File: src/bsa_pkg.sv
// ----------------------------------------------------------------------------
// bsa_pkg
// Shared constants, operation codes, state encoding and the control/status
// bundles of the bitmap slot allocator.
// ----------------------------------------------------------------------------
package bsa_pkg;

  localparam int MAX_BITS   = 4096;
  localparam int WORD_BITS  = 32;
  localparam int NUM_WORDS  = MAX_BITS / WORD_BITS;
  localparam int IDX_W      = $clog2(MAX_BITS);
  localparam int OFF_W      = $clog2(WORD_BITS);
  localparam int WADDR_W    = IDX_W - OFF_W;
  localparam int CNT_W      = IDX_W + 1;

  // full-flag search: groups of words, group summary bits are registered
  localparam int GRP_SIZE   = 8;
  localparam int GRP_COUNT  = NUM_WORDS / GRP_SIZE;
  localparam int GSEL_W     = $clog2(GRP_SIZE);
  localparam int GRP_W      = $clog2(GRP_COUNT);

  localparam int OP_W       = 2;
  localparam int CFG_AW     = 2;
  localparam int CFG_DW     = 32;

  localparam logic [CNT_W-1:0]  CNT_MAX          = CNT_W'(MAX_BITS);
  localparam logic [CFG_AW-1:0] ADDR_BITS_IN_USE = CFG_AW'(0);

  typedef enum logic [OP_W-1:0] {
    OP_SET   = 2'd0,
    OP_CLEAR = 2'd1,
    OP_TEST  = 2'd2,
    OP_ALLOC = 2'd3
  } op_t;

  typedef enum logic [1:0] {
    ST_IDLE,
    ST_FIND,
    ST_MODIFY,
    ST_OUTPUT
  } state_t;

  typedef struct packed {
    logic load;    // input beat taken, read of the addressed word issued
    logic find;    // pick first non-full word, read it
    logic modify;  // update word and flags, latch result
    logic emit;    // move result into the output register
  } cmd_t;

  typedef struct packed {
    logic in_valid;
    logic in_alloc;
    logic out_free;
  } status_t;

endpackage

File: src/bsa_ctrl.sv
// ----------------------------------------------------------------------------
// bsa_ctrl
// Sequencer: accept, optional free-word search, read-modify-write, emit.
// ----------------------------------------------------------------------------
module bsa_ctrl (
  input  logic             clk,
  input  logic             rst_n,
  input  bsa_pkg::status_t sts,
  output bsa_pkg::cmd_t    cmd,
  output logic             in_ready
);
  import bsa_pkg::*;

  state_t state_r;
  state_t state_nxt;

  always_ff @(posedge clk) begin
    if (!rst_n) begin
      state_r <= ST_IDLE;
    end else begin
      state_r <= state_nxt;
    end
  end

  always_comb begin
    state_nxt = state_r;
    unique case (state_r)
      ST_IDLE: begin
        if (sts.in_valid) begin
          state_nxt = sts.in_alloc ? ST_FIND : ST_MODIFY;
        end
      end
      ST_FIND:   state_nxt = ST_MODIFY;
      ST_MODIFY: state_nxt = ST_OUTPUT;
      ST_OUTPUT: begin
        if (sts.out_free) begin
          state_nxt = ST_IDLE;
        end
      end
      default:   state_nxt = ST_IDLE;
    endcase
  end

  always_comb begin
    cmd      = '0;
    in_ready = 1'b0;
    unique case (state_r)
      ST_IDLE: begin
        in_ready = 1'b1;
        cmd.load = sts.in_valid;
      end
      ST_FIND:   cmd.find   = 1'b1;
      ST_MODIFY: cmd.modify = 1'b1;
      ST_OUTPUT: cmd.emit   = sts.out_free;
      default:   cmd        = '0;
    endcase
  end

endmodule

File: config.mk
export PLATFORM = sky130hd
export DESIGN_NAME = bsa_ctrl
export DESIGN_NICKNAME = d
export VERILOG_FILES = /design/src/bsa_pkg.sv /design/src/bsa_ctrl.sv
export SDC_FILE = /design/constraint.sdc
export NUM_CORES = 1
export LEC_CHECK = 0
export BUFFER_PORTS_ARGS = -buffer_cell sky130_fd_sc_hd__buf_2
export CAP_MARGIN = 20
export CORE_AREA = 3 3 40 42
export DETAILED_ROUTE_END_ITERATION = 12
export DIE_AREA = 0 0 43 45
export PLACE_DENSITY_LB_ADDON = 0.12
export SLEW_MARGIN = 20
export SYNTH_ARGS = -nofsm -noshare
export SYNTH_HDL_FRONTEND = slang
export SYNTH_SLANG_ARGS = --single-unit
File: constraint.sdc
create_clock -name clk -period 1.8 [get_ports clk]
set_input_delay 0.36 -clock clk [delete_from_list [all_inputs] [get_ports clk]]
set_output_delay 0.36 -clock clk [all_outputs]
set_load 0.03 [all_outputs]
**Word-level counts from Yosys, hierarchy flattened**

Cells that the tools add are included.
W data, S select, Z words.

- Bits in registers: 2
- Input bits: 5
- Output and inout bits: 5

- Equal/unequal tests: 5
- Muxes and demuxes: 9
- Reduce and logical (&&, ||, !) cells: 2

Operators by type and width:

| operator | number |
|---|---|
| $pmux W2 S4 | 1 |
| $mux W2 | 3 |
| $mux W1 | 5 |
| $eq A2 B2 Y1 const B | 2 |
| $ne A2 B2 Y1 const B | 2 |
| $eq A2 B1 Y1 const B | 1 |
| $logic_not A2 Y1 | 1 |
| $reduce_and A2 Y1 | 1 |

**Longest topological paths before layout**

- Depth in word-level cells: 3
- Mapped depth: 5
- Depth with buffers taken out: 5

**Least setup slack after synthesis**

No wires, ideal clock.

- Kind: reg-to-output
- Start: reg state_r[0]
- End: out cmd[3] (netlist bit)
- Arrival: 1.118 ns
- Required time: 1.440 ns
- Path slack: 0.322 ns
- Cell stages (with the launch flop): 4
- Cells stage by stage: dfxtp_1 inv_1 ha_1 and2_1

RTL lines:

| element | line | source |
|---|---|---|
| start, declared | bsa_ctrl.sv:14 | `state_t state_r;` |
| start signal, assigned | bsa_ctrl.sv:21 | `state_r <= state_nxt;` |
| end, declared | bsa_ctrl.sv:9 | `output bsa_pkg::cmd_t cmd,` |

==> summary.md <==
| Metric | Value |
|---|---|
| Cell Area, Placed | `approximately 260 sq um` |
| CP max-delay cell | `dfxtp_1` |
| Synthesized flop and latch total | `2` |
| First-pass GRT wire length | `about 660 um` |
| FMAX | `between 0.6 and 0.7 GHz` |
| Mapped Area | `around 190 sq um` |
| DR WL/cell | `approximately 8.7 um` |
| Max-Slew Margin vs Limit | `85.9%` |
| Largest net degree at the start of global routing | `5` |
| Clock Latency Late Sink | `approximately 0.22 ns` |
| Post-cts sizing count | `0` |
| Finished Cell Area | `between 200 and 300 sq um` |
| Pre-CTS setup slack | `0.443 ns` |
| Hpwl dp | `roughly 340 um` |
| Largest register FFs | `2` |
| Clk sinks | `2` |
| R2R cell count | `5` |
| Pins Over Slew Limit | `0` |
| Most common cell after layout, fill and taps aside | `buf_2` |
| Starting Density | `about 15%` |
| Max-capacitance violation count | `0` |
| DRT Wirelength | `416 um` |
| RSZ-0062 raised after global routing | `no` |
| Mapped Cells | `21` |
| Setup bufs post-CTS | `0` |
| Final hold slack | `0.387 ns` |
| Area grow syn2layout | `44.8%` |
| TritonCTS Buffers | `3` |
| Residual DRC | `0` |
| Crit Path Class | `flop to output pin` |
| Synth Area per Inst | `~9 sq um` |
| GPL Wtd Cong | `between 0.6 and 0.7` |
| WHS Path Cells | `3` |
| Period utilisation layout | `between 80% and 90%` |
| Die Wd | `between 40 and 50 um` |
| Syn_nets | `31` |
| Sequential-to-total area share from yosys stat | `between 20% and 30%` |
| Vias per cell | `between 3 and 4` |
| Slew @ Worst Pin | `0.210 ns` |
| Commonest non-fill, non-tap cells in the layout | `9 x buf_2, 5 x ha_1, 4 x inv_1, 3 x clkbuf_4` |
| Largest Register | `state_r` |
| Clock-pin slew on the worst setup and hold paths | `roughly 0.030 ns` |
| Fraction of layout cells with a size suffix above 1 | `slightly below 40%` |
| Crit-path cells | `inv_1 > ha_1 > and2_1 > buf_2` |
| Leak | `0.153 nW` |
| CORE AREA | `around 1300 sq um` |
| Row cnt | `13` |
| Pwr/cell area | `roughly 1400 nW/um^2` |
| Worst min-delay path class | `primary input to flop` |
| Util after Layout | `roughly 22%` |
| TritonCTS clock tree | `done` |
| Via count | `175` |
| Worst endpoint required time | `roughly 1.4 ns` |
| Final hold violation count | `0` |
| CP startpoint kind | `flop` |
| Setup WS post-layout | `approximately 0.22 ns` |
| CP delay by family, top | `flip-flops` |
| H-tree Lvls | `1` |
| DR iter-0 viols | `0` |
| Worst-path maximum fanout | `4` |
| Status | `finished clean` |
| Antenna-violating nets left | `0` |
| Final setup fails | `0` |
| Crit path buffers/inverters | `2` |
| Sum Neg Setup Slack | `0 ns` |
| Critical Path Stages | `4` |
| Largest registers | `state_r x2` |
| Minimum clock period | `1.58 ns` |
| Critical Path Max Stage Delay | `approximately 0.37 ns` |
| IO Pins | `10` |
| Fin Clk Skew | `between 0.0002 and 0.0003 ns` |
| Worst VDD drop | `about 0.33 mV` |
| Setup crit end kind | `output pin` |
| Yosys warns | `0` |
| Clock Tree Root | `clkbuf_4` |
| Initial antenna violation count | `0` |
| CP arrival | `between 1 and 1.5 ns` |
| Post-synth cell types | `10` |
| Hold-fix buffers, CTS | `0` |
| Total grt overflow | `0` |
| Final #Nets | `between 40 and 50` |
| IO Port Bufs | `9` |
| Die height | `~45 um` |
| Vias in the first global route | `180` |
| Die area | `1940 sq um` |
| Total GRT Usage | `5.07%` |
| Longest Clk Path Bufs | `2` |
| TritonRoute pass-1 iters | `1` |
| ANT cells | `0` |
==> worst min-delay path, cell delays in order <==
cell and delay, ns:
buf_2 0.10, inv_1 0.06, a311oi_1 0.04
==> area by class of cell <==
class                           instances  area (sq um)
Sequential cell                         2          40.0
Multi-Input combinational cell         15           138
Inverter                                4          15.0
Tap cell                               15          18.8
Timing Repair Buffer                    9          45.0
Clock buffer                            3          22.5
Fill cell                             153          1010
==> final timing paths <==
path	slack (ns)	startpoint	endpoint
max	0.22	state_r[0]	cmd[3]
min	0.39	rst_n	state_r[0]
max reg2reg	0.56	state_r[0]	state_r[1]
min reg2reg	0.55	state_r[0]	state_r[0]
==> stage by stage <==
stage | total power, mW | std cells
final | 0.400 | 48
after floorplan | 0.257 | 21
after global routing | 0.438 | 48
after CTS | 0.411 | 48
after detailed placement | 0.306 | 45
after global placement | 0.307 | 45
==> logic make-up after synthesis <==
group           after synthesis  share of synthesized area, %
fa+ha+maj                     5                          32.5
compound gates                4                          14.3
buf+inv                       4                          7.79
simple gates                  4                          14.3
mux                           2                          10.4
flops                         2                          20.8
==> power by group <==
part	leakage (nW)	internal (mW)	total [mW]	switching, mW
combinational	0.123	0.0822	0.225	0.143
sequential	0.0166	0.0598	0.0771	0.0173
clock	0.0138	0.0734	0.0977	0.0243
total	0.153	0.215	0.400	0.185
==> routing by layer <==
metal / GRT usage [%] / share of wire (%) / vias to the layer above
li1: - / - / 94
met1: 4.07 / 41 / 77
met2: 8.68 / 54 / 4
met3: 1.20 / 5.5 / 0
met4: 7.23 / 0 / 0
met5: 0 / 0 / -
==> synth_stat cells <==
cell type  instances  area share [%]
ha_1               5              32
a21oi_1            2             5.2
inv_1              4             7.8
mux2i_1            2              10
a311oi_1           2             9.1
and2_1             1             3.2
nand2b_1           1             3.2
dfxtp_1            2              21
or2b_1             1             3.9
and2_2             1             3.9
Power figures use the tool's default switching activity.
