==> config.mk <==
export PLATFORM = sky130hd
export DESIGN_NAME = bsa_cfg
export DESIGN_NICKNAME = d
export VERILOG_FILES = /design/src/bsa_pkg.sv /design/src/bsa_cfg.sv
export SDC_FILE = /design/constraint.sdc
export NUM_CORES = 1
export LEC_CHECK = 0
export CORE_MARGIN = 1.5
export CORE_UTILIZATION = 55
export CTS_CLUSTER_SIZE = 20
export DETAILED_ROUTE_END_ITERATION = 6
export DONT_BUFFER_PORTS = 1
export GPL_TIMING_DRIVEN = 0
export PLACE_DENSITY = 0.73
export SLEW_MARGIN = 20
export SYNTH_ARGS = -nofsm -noshare
export SYNTH_HDL_FRONTEND = slang
export SYNTH_SLANG_ARGS = --single-unit
==> constraint.sdc <==
create_clock -name clk -period 1.6 [get_ports clk]
set_input_delay 0.48 -clock clk [delete_from_list [all_inputs] [get_ports clk]]
set_output_delay 0.48 -clock clk [all_outputs]
set_load 0.02 [all_outputs]
==> src/bsa_pkg.sv <==
// ----------------------------------------------------------------------------
// bsa_pkg
// Shared constants, operation codes, state encoding and the control/status
// bundles of the bitmap slot allocator.
// ----------------------------------------------------------------------------
package bsa_pkg;

  localparam int MAX_BITS   = 4096;
  localparam int WORD_BITS  = 32;
  localparam int NUM_WORDS  = MAX_BITS / WORD_BITS;
  localparam int IDX_W      = $clog2(MAX_BITS);
  localparam int OFF_W      = $clog2(WORD_BITS);
  localparam int WADDR_W    = IDX_W - OFF_W;
  localparam int CNT_W      = IDX_W + 1;

  // full-flag search: groups of words, group summary bits are registered
  localparam int GRP_SIZE   = 8;
  localparam int GRP_COUNT  = NUM_WORDS / GRP_SIZE;
  localparam int GSEL_W     = $clog2(GRP_SIZE);
  localparam int GRP_W      = $clog2(GRP_COUNT);

  localparam int OP_W       = 2;
  localparam int CFG_AW     = 2;
  localparam int CFG_DW     = 32;

  localparam logic [CNT_W-1:0]  CNT_MAX          = CNT_W'(MAX_BITS);
  localparam logic [CFG_AW-1:0] ADDR_BITS_IN_USE = CFG_AW'(0);

  typedef enum logic [OP_W-1:0] {
    OP_SET   = 2'd0,
    OP_CLEAR = 2'd1,
    OP_TEST  = 2'd2,
    OP_ALLOC = 2'd3
  } op_t;

  typedef enum logic [1:0] {
    ST_IDLE,
    ST_FIND,
    ST_MODIFY,
    ST_OUTPUT
  } state_t;

  typedef struct packed {
    logic load;    // input beat taken, read of the addressed word issued
    logic find;    // pick first non-full word, read it
    logic modify;  // update word and flags, latch result
    logic emit;    // move result into the output register
  } cmd_t;

  typedef struct packed {
    logic in_valid;
    logic in_alloc;
    logic out_free;
  } status_t;

endpackage

==> src/bsa_cfg.sv <==
// ----------------------------------------------------------------------------
// bsa_cfg
// APB register slice holding the managed bit count.
// ----------------------------------------------------------------------------
module bsa_cfg (
  input  logic                       clk,
  input  logic                       rst_n,
  input  logic                       psel,
  input  logic                       penable,
  input  logic                       pwrite,
  input  logic [bsa_pkg::CFG_AW-1:0] paddr,
  input  logic [bsa_pkg::CFG_DW-1:0] pwdata,
  output logic [bsa_pkg::CFG_DW-1:0] prdata,
  output logic                       pready,
  output logic [bsa_pkg::CNT_W-1:0]  bits_in_use
);
  import bsa_pkg::*;

  logic [CNT_W-1:0] bits_r;
  logic             wr_hit;

  assign pready = 1'b1;
  assign wr_hit = psel && penable && pwrite && (paddr == ADDR_BITS_IN_USE);

  always_ff @(posedge clk) begin
    if (!rst_n) begin
      bits_r <= CNT_MAX;
    end else if (wr_hit) begin
      bits_r <= pwdata[CNT_W-1:0];
    end
  end

  always_comb begin
    prdata = '0;
    if (paddr == ADDR_BITS_IN_USE) begin
      prdata = CFG_DW'(bits_r);
    end
  end

  assign bits_in_use = bits_r;

endmodule

# Yosys cells after proc, flatten, opt, wreduce, memory -nomap -nowiden
# Index checks and enable logic that the tools add are counted.
classes:
  n_mux: 1
  reduce_logical: 4
ops:
  columns: ["operator", "count"]
  rows:
  - ["two-way mux 13 bit", 1]
  - ["logical AND 1 bit", 3]
  - ["logical NOT 2 bit", 1]
totals:
  inputBits: 39
  elab_cells: 6
  register_bits: 13

# Depth between registers and ports, before layout
depth:
  ltp_word: 3
  depth_mapped: 5
  mapped_depth_nobuf: 3

# Worst setup path before layout
# OpenSTA, ideal clock, no wires.
synth_timing:
  path_kind: "input to output"
  start: "input paddr[1] in the netlist's numbering"
  end: "output prdata[10] in the netlist's numbering"
  n_path_buf: 1
  arrival_time_ps: 1084
  slack_ps: 36
  path_stages: 3
  cell_sequence: "nor2_2 clkbuf_1 and2_1"
synth_via:
  elab_chain_len: 2
synth_rtl:
  columns: ["element", "line_no", "rtl"]
  rows:
  - ["start, declared", "bsa_cfg.sv:11", "input logic [bsa_pkg::CFG_AW-1:0] paddr,"]
  - ["logical NOT 2 bit", "bsa_cfg.sv:35", "if (paddr == ADDR_BITS_IN_USE) begin"]
  - ["two-way mux 13 bit", "bsa_cfg.sv:35", null]
  - ["end, declared", "bsa_cfg.sv:13", "output logic [bsa_pkg::CFG_DW-1:0] prdata,"]
# No other way between the ends.

# Final worst setup path
layout_timing:
  start: "register bits_r[12], in the netlist bits_in_use[12]"
  end: "output prdata[12] in the netlist's numbering"
layout_via:
  elab_chain_len: 1
layout_rtl:
  columns: ["element", "line_no", "rtl"]
  rows:
  - ["start, declared", "bsa_cfg.sv:19", "logic [CNT_W-1:0] bits_r;"]
  - ["start signal, assigned", "bsa_cfg.sv:29", "bits_r <= pwdata[CNT_W-1:0];"]
  - ["two-way mux 13 bit", "bsa_cfg.sv:35", null]
# No other way between the ends.

==> results.yml <==
status:
  status: "completed"
sta:
  hold_viol: 0
  fin_crit_sh: 0.9688
  rsz0062_at_grt: "no"
  max_freq_mhz: 645.1
  holdWs_ns: 0.3359
  drv_slew: 0
  final.min_clock_period_ns: 1.550
  tns_ns: 0
  finalSetupViolCount: 0
  clock_skew_ns: 0
power_and_ir_drop:
  p_switching_w: 0.0001913
  p_leak_nw: 0.4465
  switching_share: 0.2870
  peakVddDrop_mv: 0.4602
  p_int_w: 0.0004753
  comb_power_share: 0.190
  power_w: 0.0006667
  clkPwrFrac: 0.305
  pwr-share-seq: 0.505
  p_per_area_mw_per_mm2: 705.7
cells_and_area:
  drive_gt1_frac: 0.3644
  antenna_cells: 0
  layout-area-overhead-vs-synth_pct: 17.60
  fin_cells: 133
  nNetsFinal: 158
  largest_reg_flops: 13
setup_path:
  cp_cell_sequence: "inv_1 > nor3_4"
  required_ns: 1.12
  worst_setup_path_end_kind: "primary output"
  crit_fanout: 2
  critPathLaunchType: "flip-flop"
  cp_slowest_stage_delay_ns: 0.39
  slowest_stage: "dfxtp_2"
  arrival_ns: 1.07
  critical_path_class: "flip-flop to primary output"
  reg2reg_depth: 2
floorplan:
  dieHeight_um: 41.22
  die_x_um: 41.22
  core_mm2: 0.001334
  ios: 85
  initial_utilization: 0.6023
  die_area_mm2: 0.001699
  num_rows: 13
grt:
  grt_max_degree: 11
  grt_pass1_vias: 492
  grt_first_pass_wirelength_um: 1918
  gr-usage-all-layers: 0.1801
  antenna_found_initial: 0
  overflow: 0
clock_network:
  cts_num_sinks: 13
  clk_latency_ns: 0.27
  cts_tree: "yes"
  cts_buffers: 3
  path_clk_slew_ns: 0.08
  cts_htree_levels: 1
  clockBufferDepth: 2
  cts_root_buffer: "clkbuf_4"
  postCtsHoldBufs: 0
route:
  wire_per_inst_um: 11.17
  wl_um: 1486
  drt-pass1-iter-count: 2
  antenna_left: 0
  avgViaCountPerCell: 4.511
  route.detailed.drc: 0
  num_vias: 600
  drtIter0Drc: 7
flow_run:
  maxCapViolCount: 0
logic_synthesis:
  netlist-cell-type-count: 17
  seq_area_frac_synth: 0.3240
  ys_ff_latch: 13
  yosysWarnings: 0
  synth.avg_cell_area_um2: 8.367
  syn-instance-count: 96
  syn_area_um2: 803.3
hold_path:
  hold_path_class: "input pin to flip-flop"
  min_path_cells: 2
place:
  portBuffers: 0
  dpl.hpwl_um: 1139
  placedCellCount: 129
  gp_congestion: 0.6390
synth_stat cells, drive strengths merged:
cell type  count  area share
and2          13        0.10
and3           1       0.014
buf           23        0.23
clkbuf         3       0.014
conb           2      0.0093
dfxtp         13        0.32
inv            1      0.0047
mux2i         12        0.15
nand2         24        0.11
nand3          1      0.0062
nor2           1      0.0078
nor3           1      0.0062
o211ai         1       0.016
power by group through the flow:
stage	clock [W]	combinational (W)	sequential, W
after global routing	0.000219	0.000139	0.000337
after global placement	0	0.000122	0.000344
after CTS	0.000208	0.000124	0.000337
after detailed placement	0	0.000122	0.000344
after floorplan	0	0.000114	0.000343
final	0.000203	0.000127	0.000336
routing by layer:
| layer | global-route usage | part of all wire | up-vias | routed length [µm] |
|---|---|---|---|---|
| met2 | 0.3242 | 0.49 | 42 | 721 |
| met4 | 0.1210 | 0.020 | 0 | 30 |
| met3 | 0.04348 | 0.12 | 5 | 173 |
| met5 | 0 | 0 | - | 0 |
| li1 | - | - | 302 | - |
| met1 | 0.1797 | 0.38 | 251 | 561 |
final cells by class:
type                    count  area (µm²)
multi-input cells          74       432.9
flip-flops and latches     13       261.5
well taps                  15       18.77
clock buffers               4       26.28
fillers                   121       389.1
inverters                   1       3.754
plain buffers              26       201.4
layout by cell type, fill, tap and decap left out:
master,count
and3_4,1
and2_2,10
nor3_4,1
inv_1,1
and2_4,1
clkbuf_1,3
and2_1,2
nand3_1,1
nand2_1,24
o211ai_2,1
conb_1,20
nor2_2,1
buf_6,1
mux2i_1,12
clkbuf_4,3
dfxtp_2,1
buf_4,21
buf_2,1
dfxtp_1,12
buf_12,1
through the flow:
step	area [µm²]	util	setup slack [ns]
detailed placement	889.6	0.6670	-0.1511
CTS	942.2	0.7064	0.01164
floorplan	870.8	-	0.03623
global placement	889.6	0.6670	-0.1611
global route	944.7	0.7083	0.002535
finish	944.7	0.7083	0.04989
repair_timing:
| item | in CTS | in global routing |
|---|---|---|
| setup endpoints to repair | 11 | 10 |
| resized for setup | 14 | 3 |
| pin swaps | 0 | 0 |
| setup buffers | 0 | 0 |
critical path, delay by kind of cell (launching register included):
family | cells | cell delay [ns]
AND/OR/NAND/NOR | 1 | 0.30
flip-flops | 1 | 0.39
buffers and inverters | 1 | 0.10
kinds of logic after synthesis:
family / Yosys count / synth area share
buf+inv: 27 / 0.2508
mux: 12 / 0.1495
flops: 13 / 0.3240
other cells: 2 / 0.009349
simple gates: 41 / 0.2508
compound gates: 1 / 0.01557
worst paths after layout:
check | from | to | slack [ns]
min reg2reg | bits_in_use[4] | bits_in_use[4] | 0.57
min | pwdata[6] | bits_in_use[6] | 0.34
max reg2reg | bits_in_use[11] | bits_in_use[11] | 0.83
max | bits_in_use[12] | prdata[12] | 0.05
Note: power is estimated with default switching activity, not from simulation.
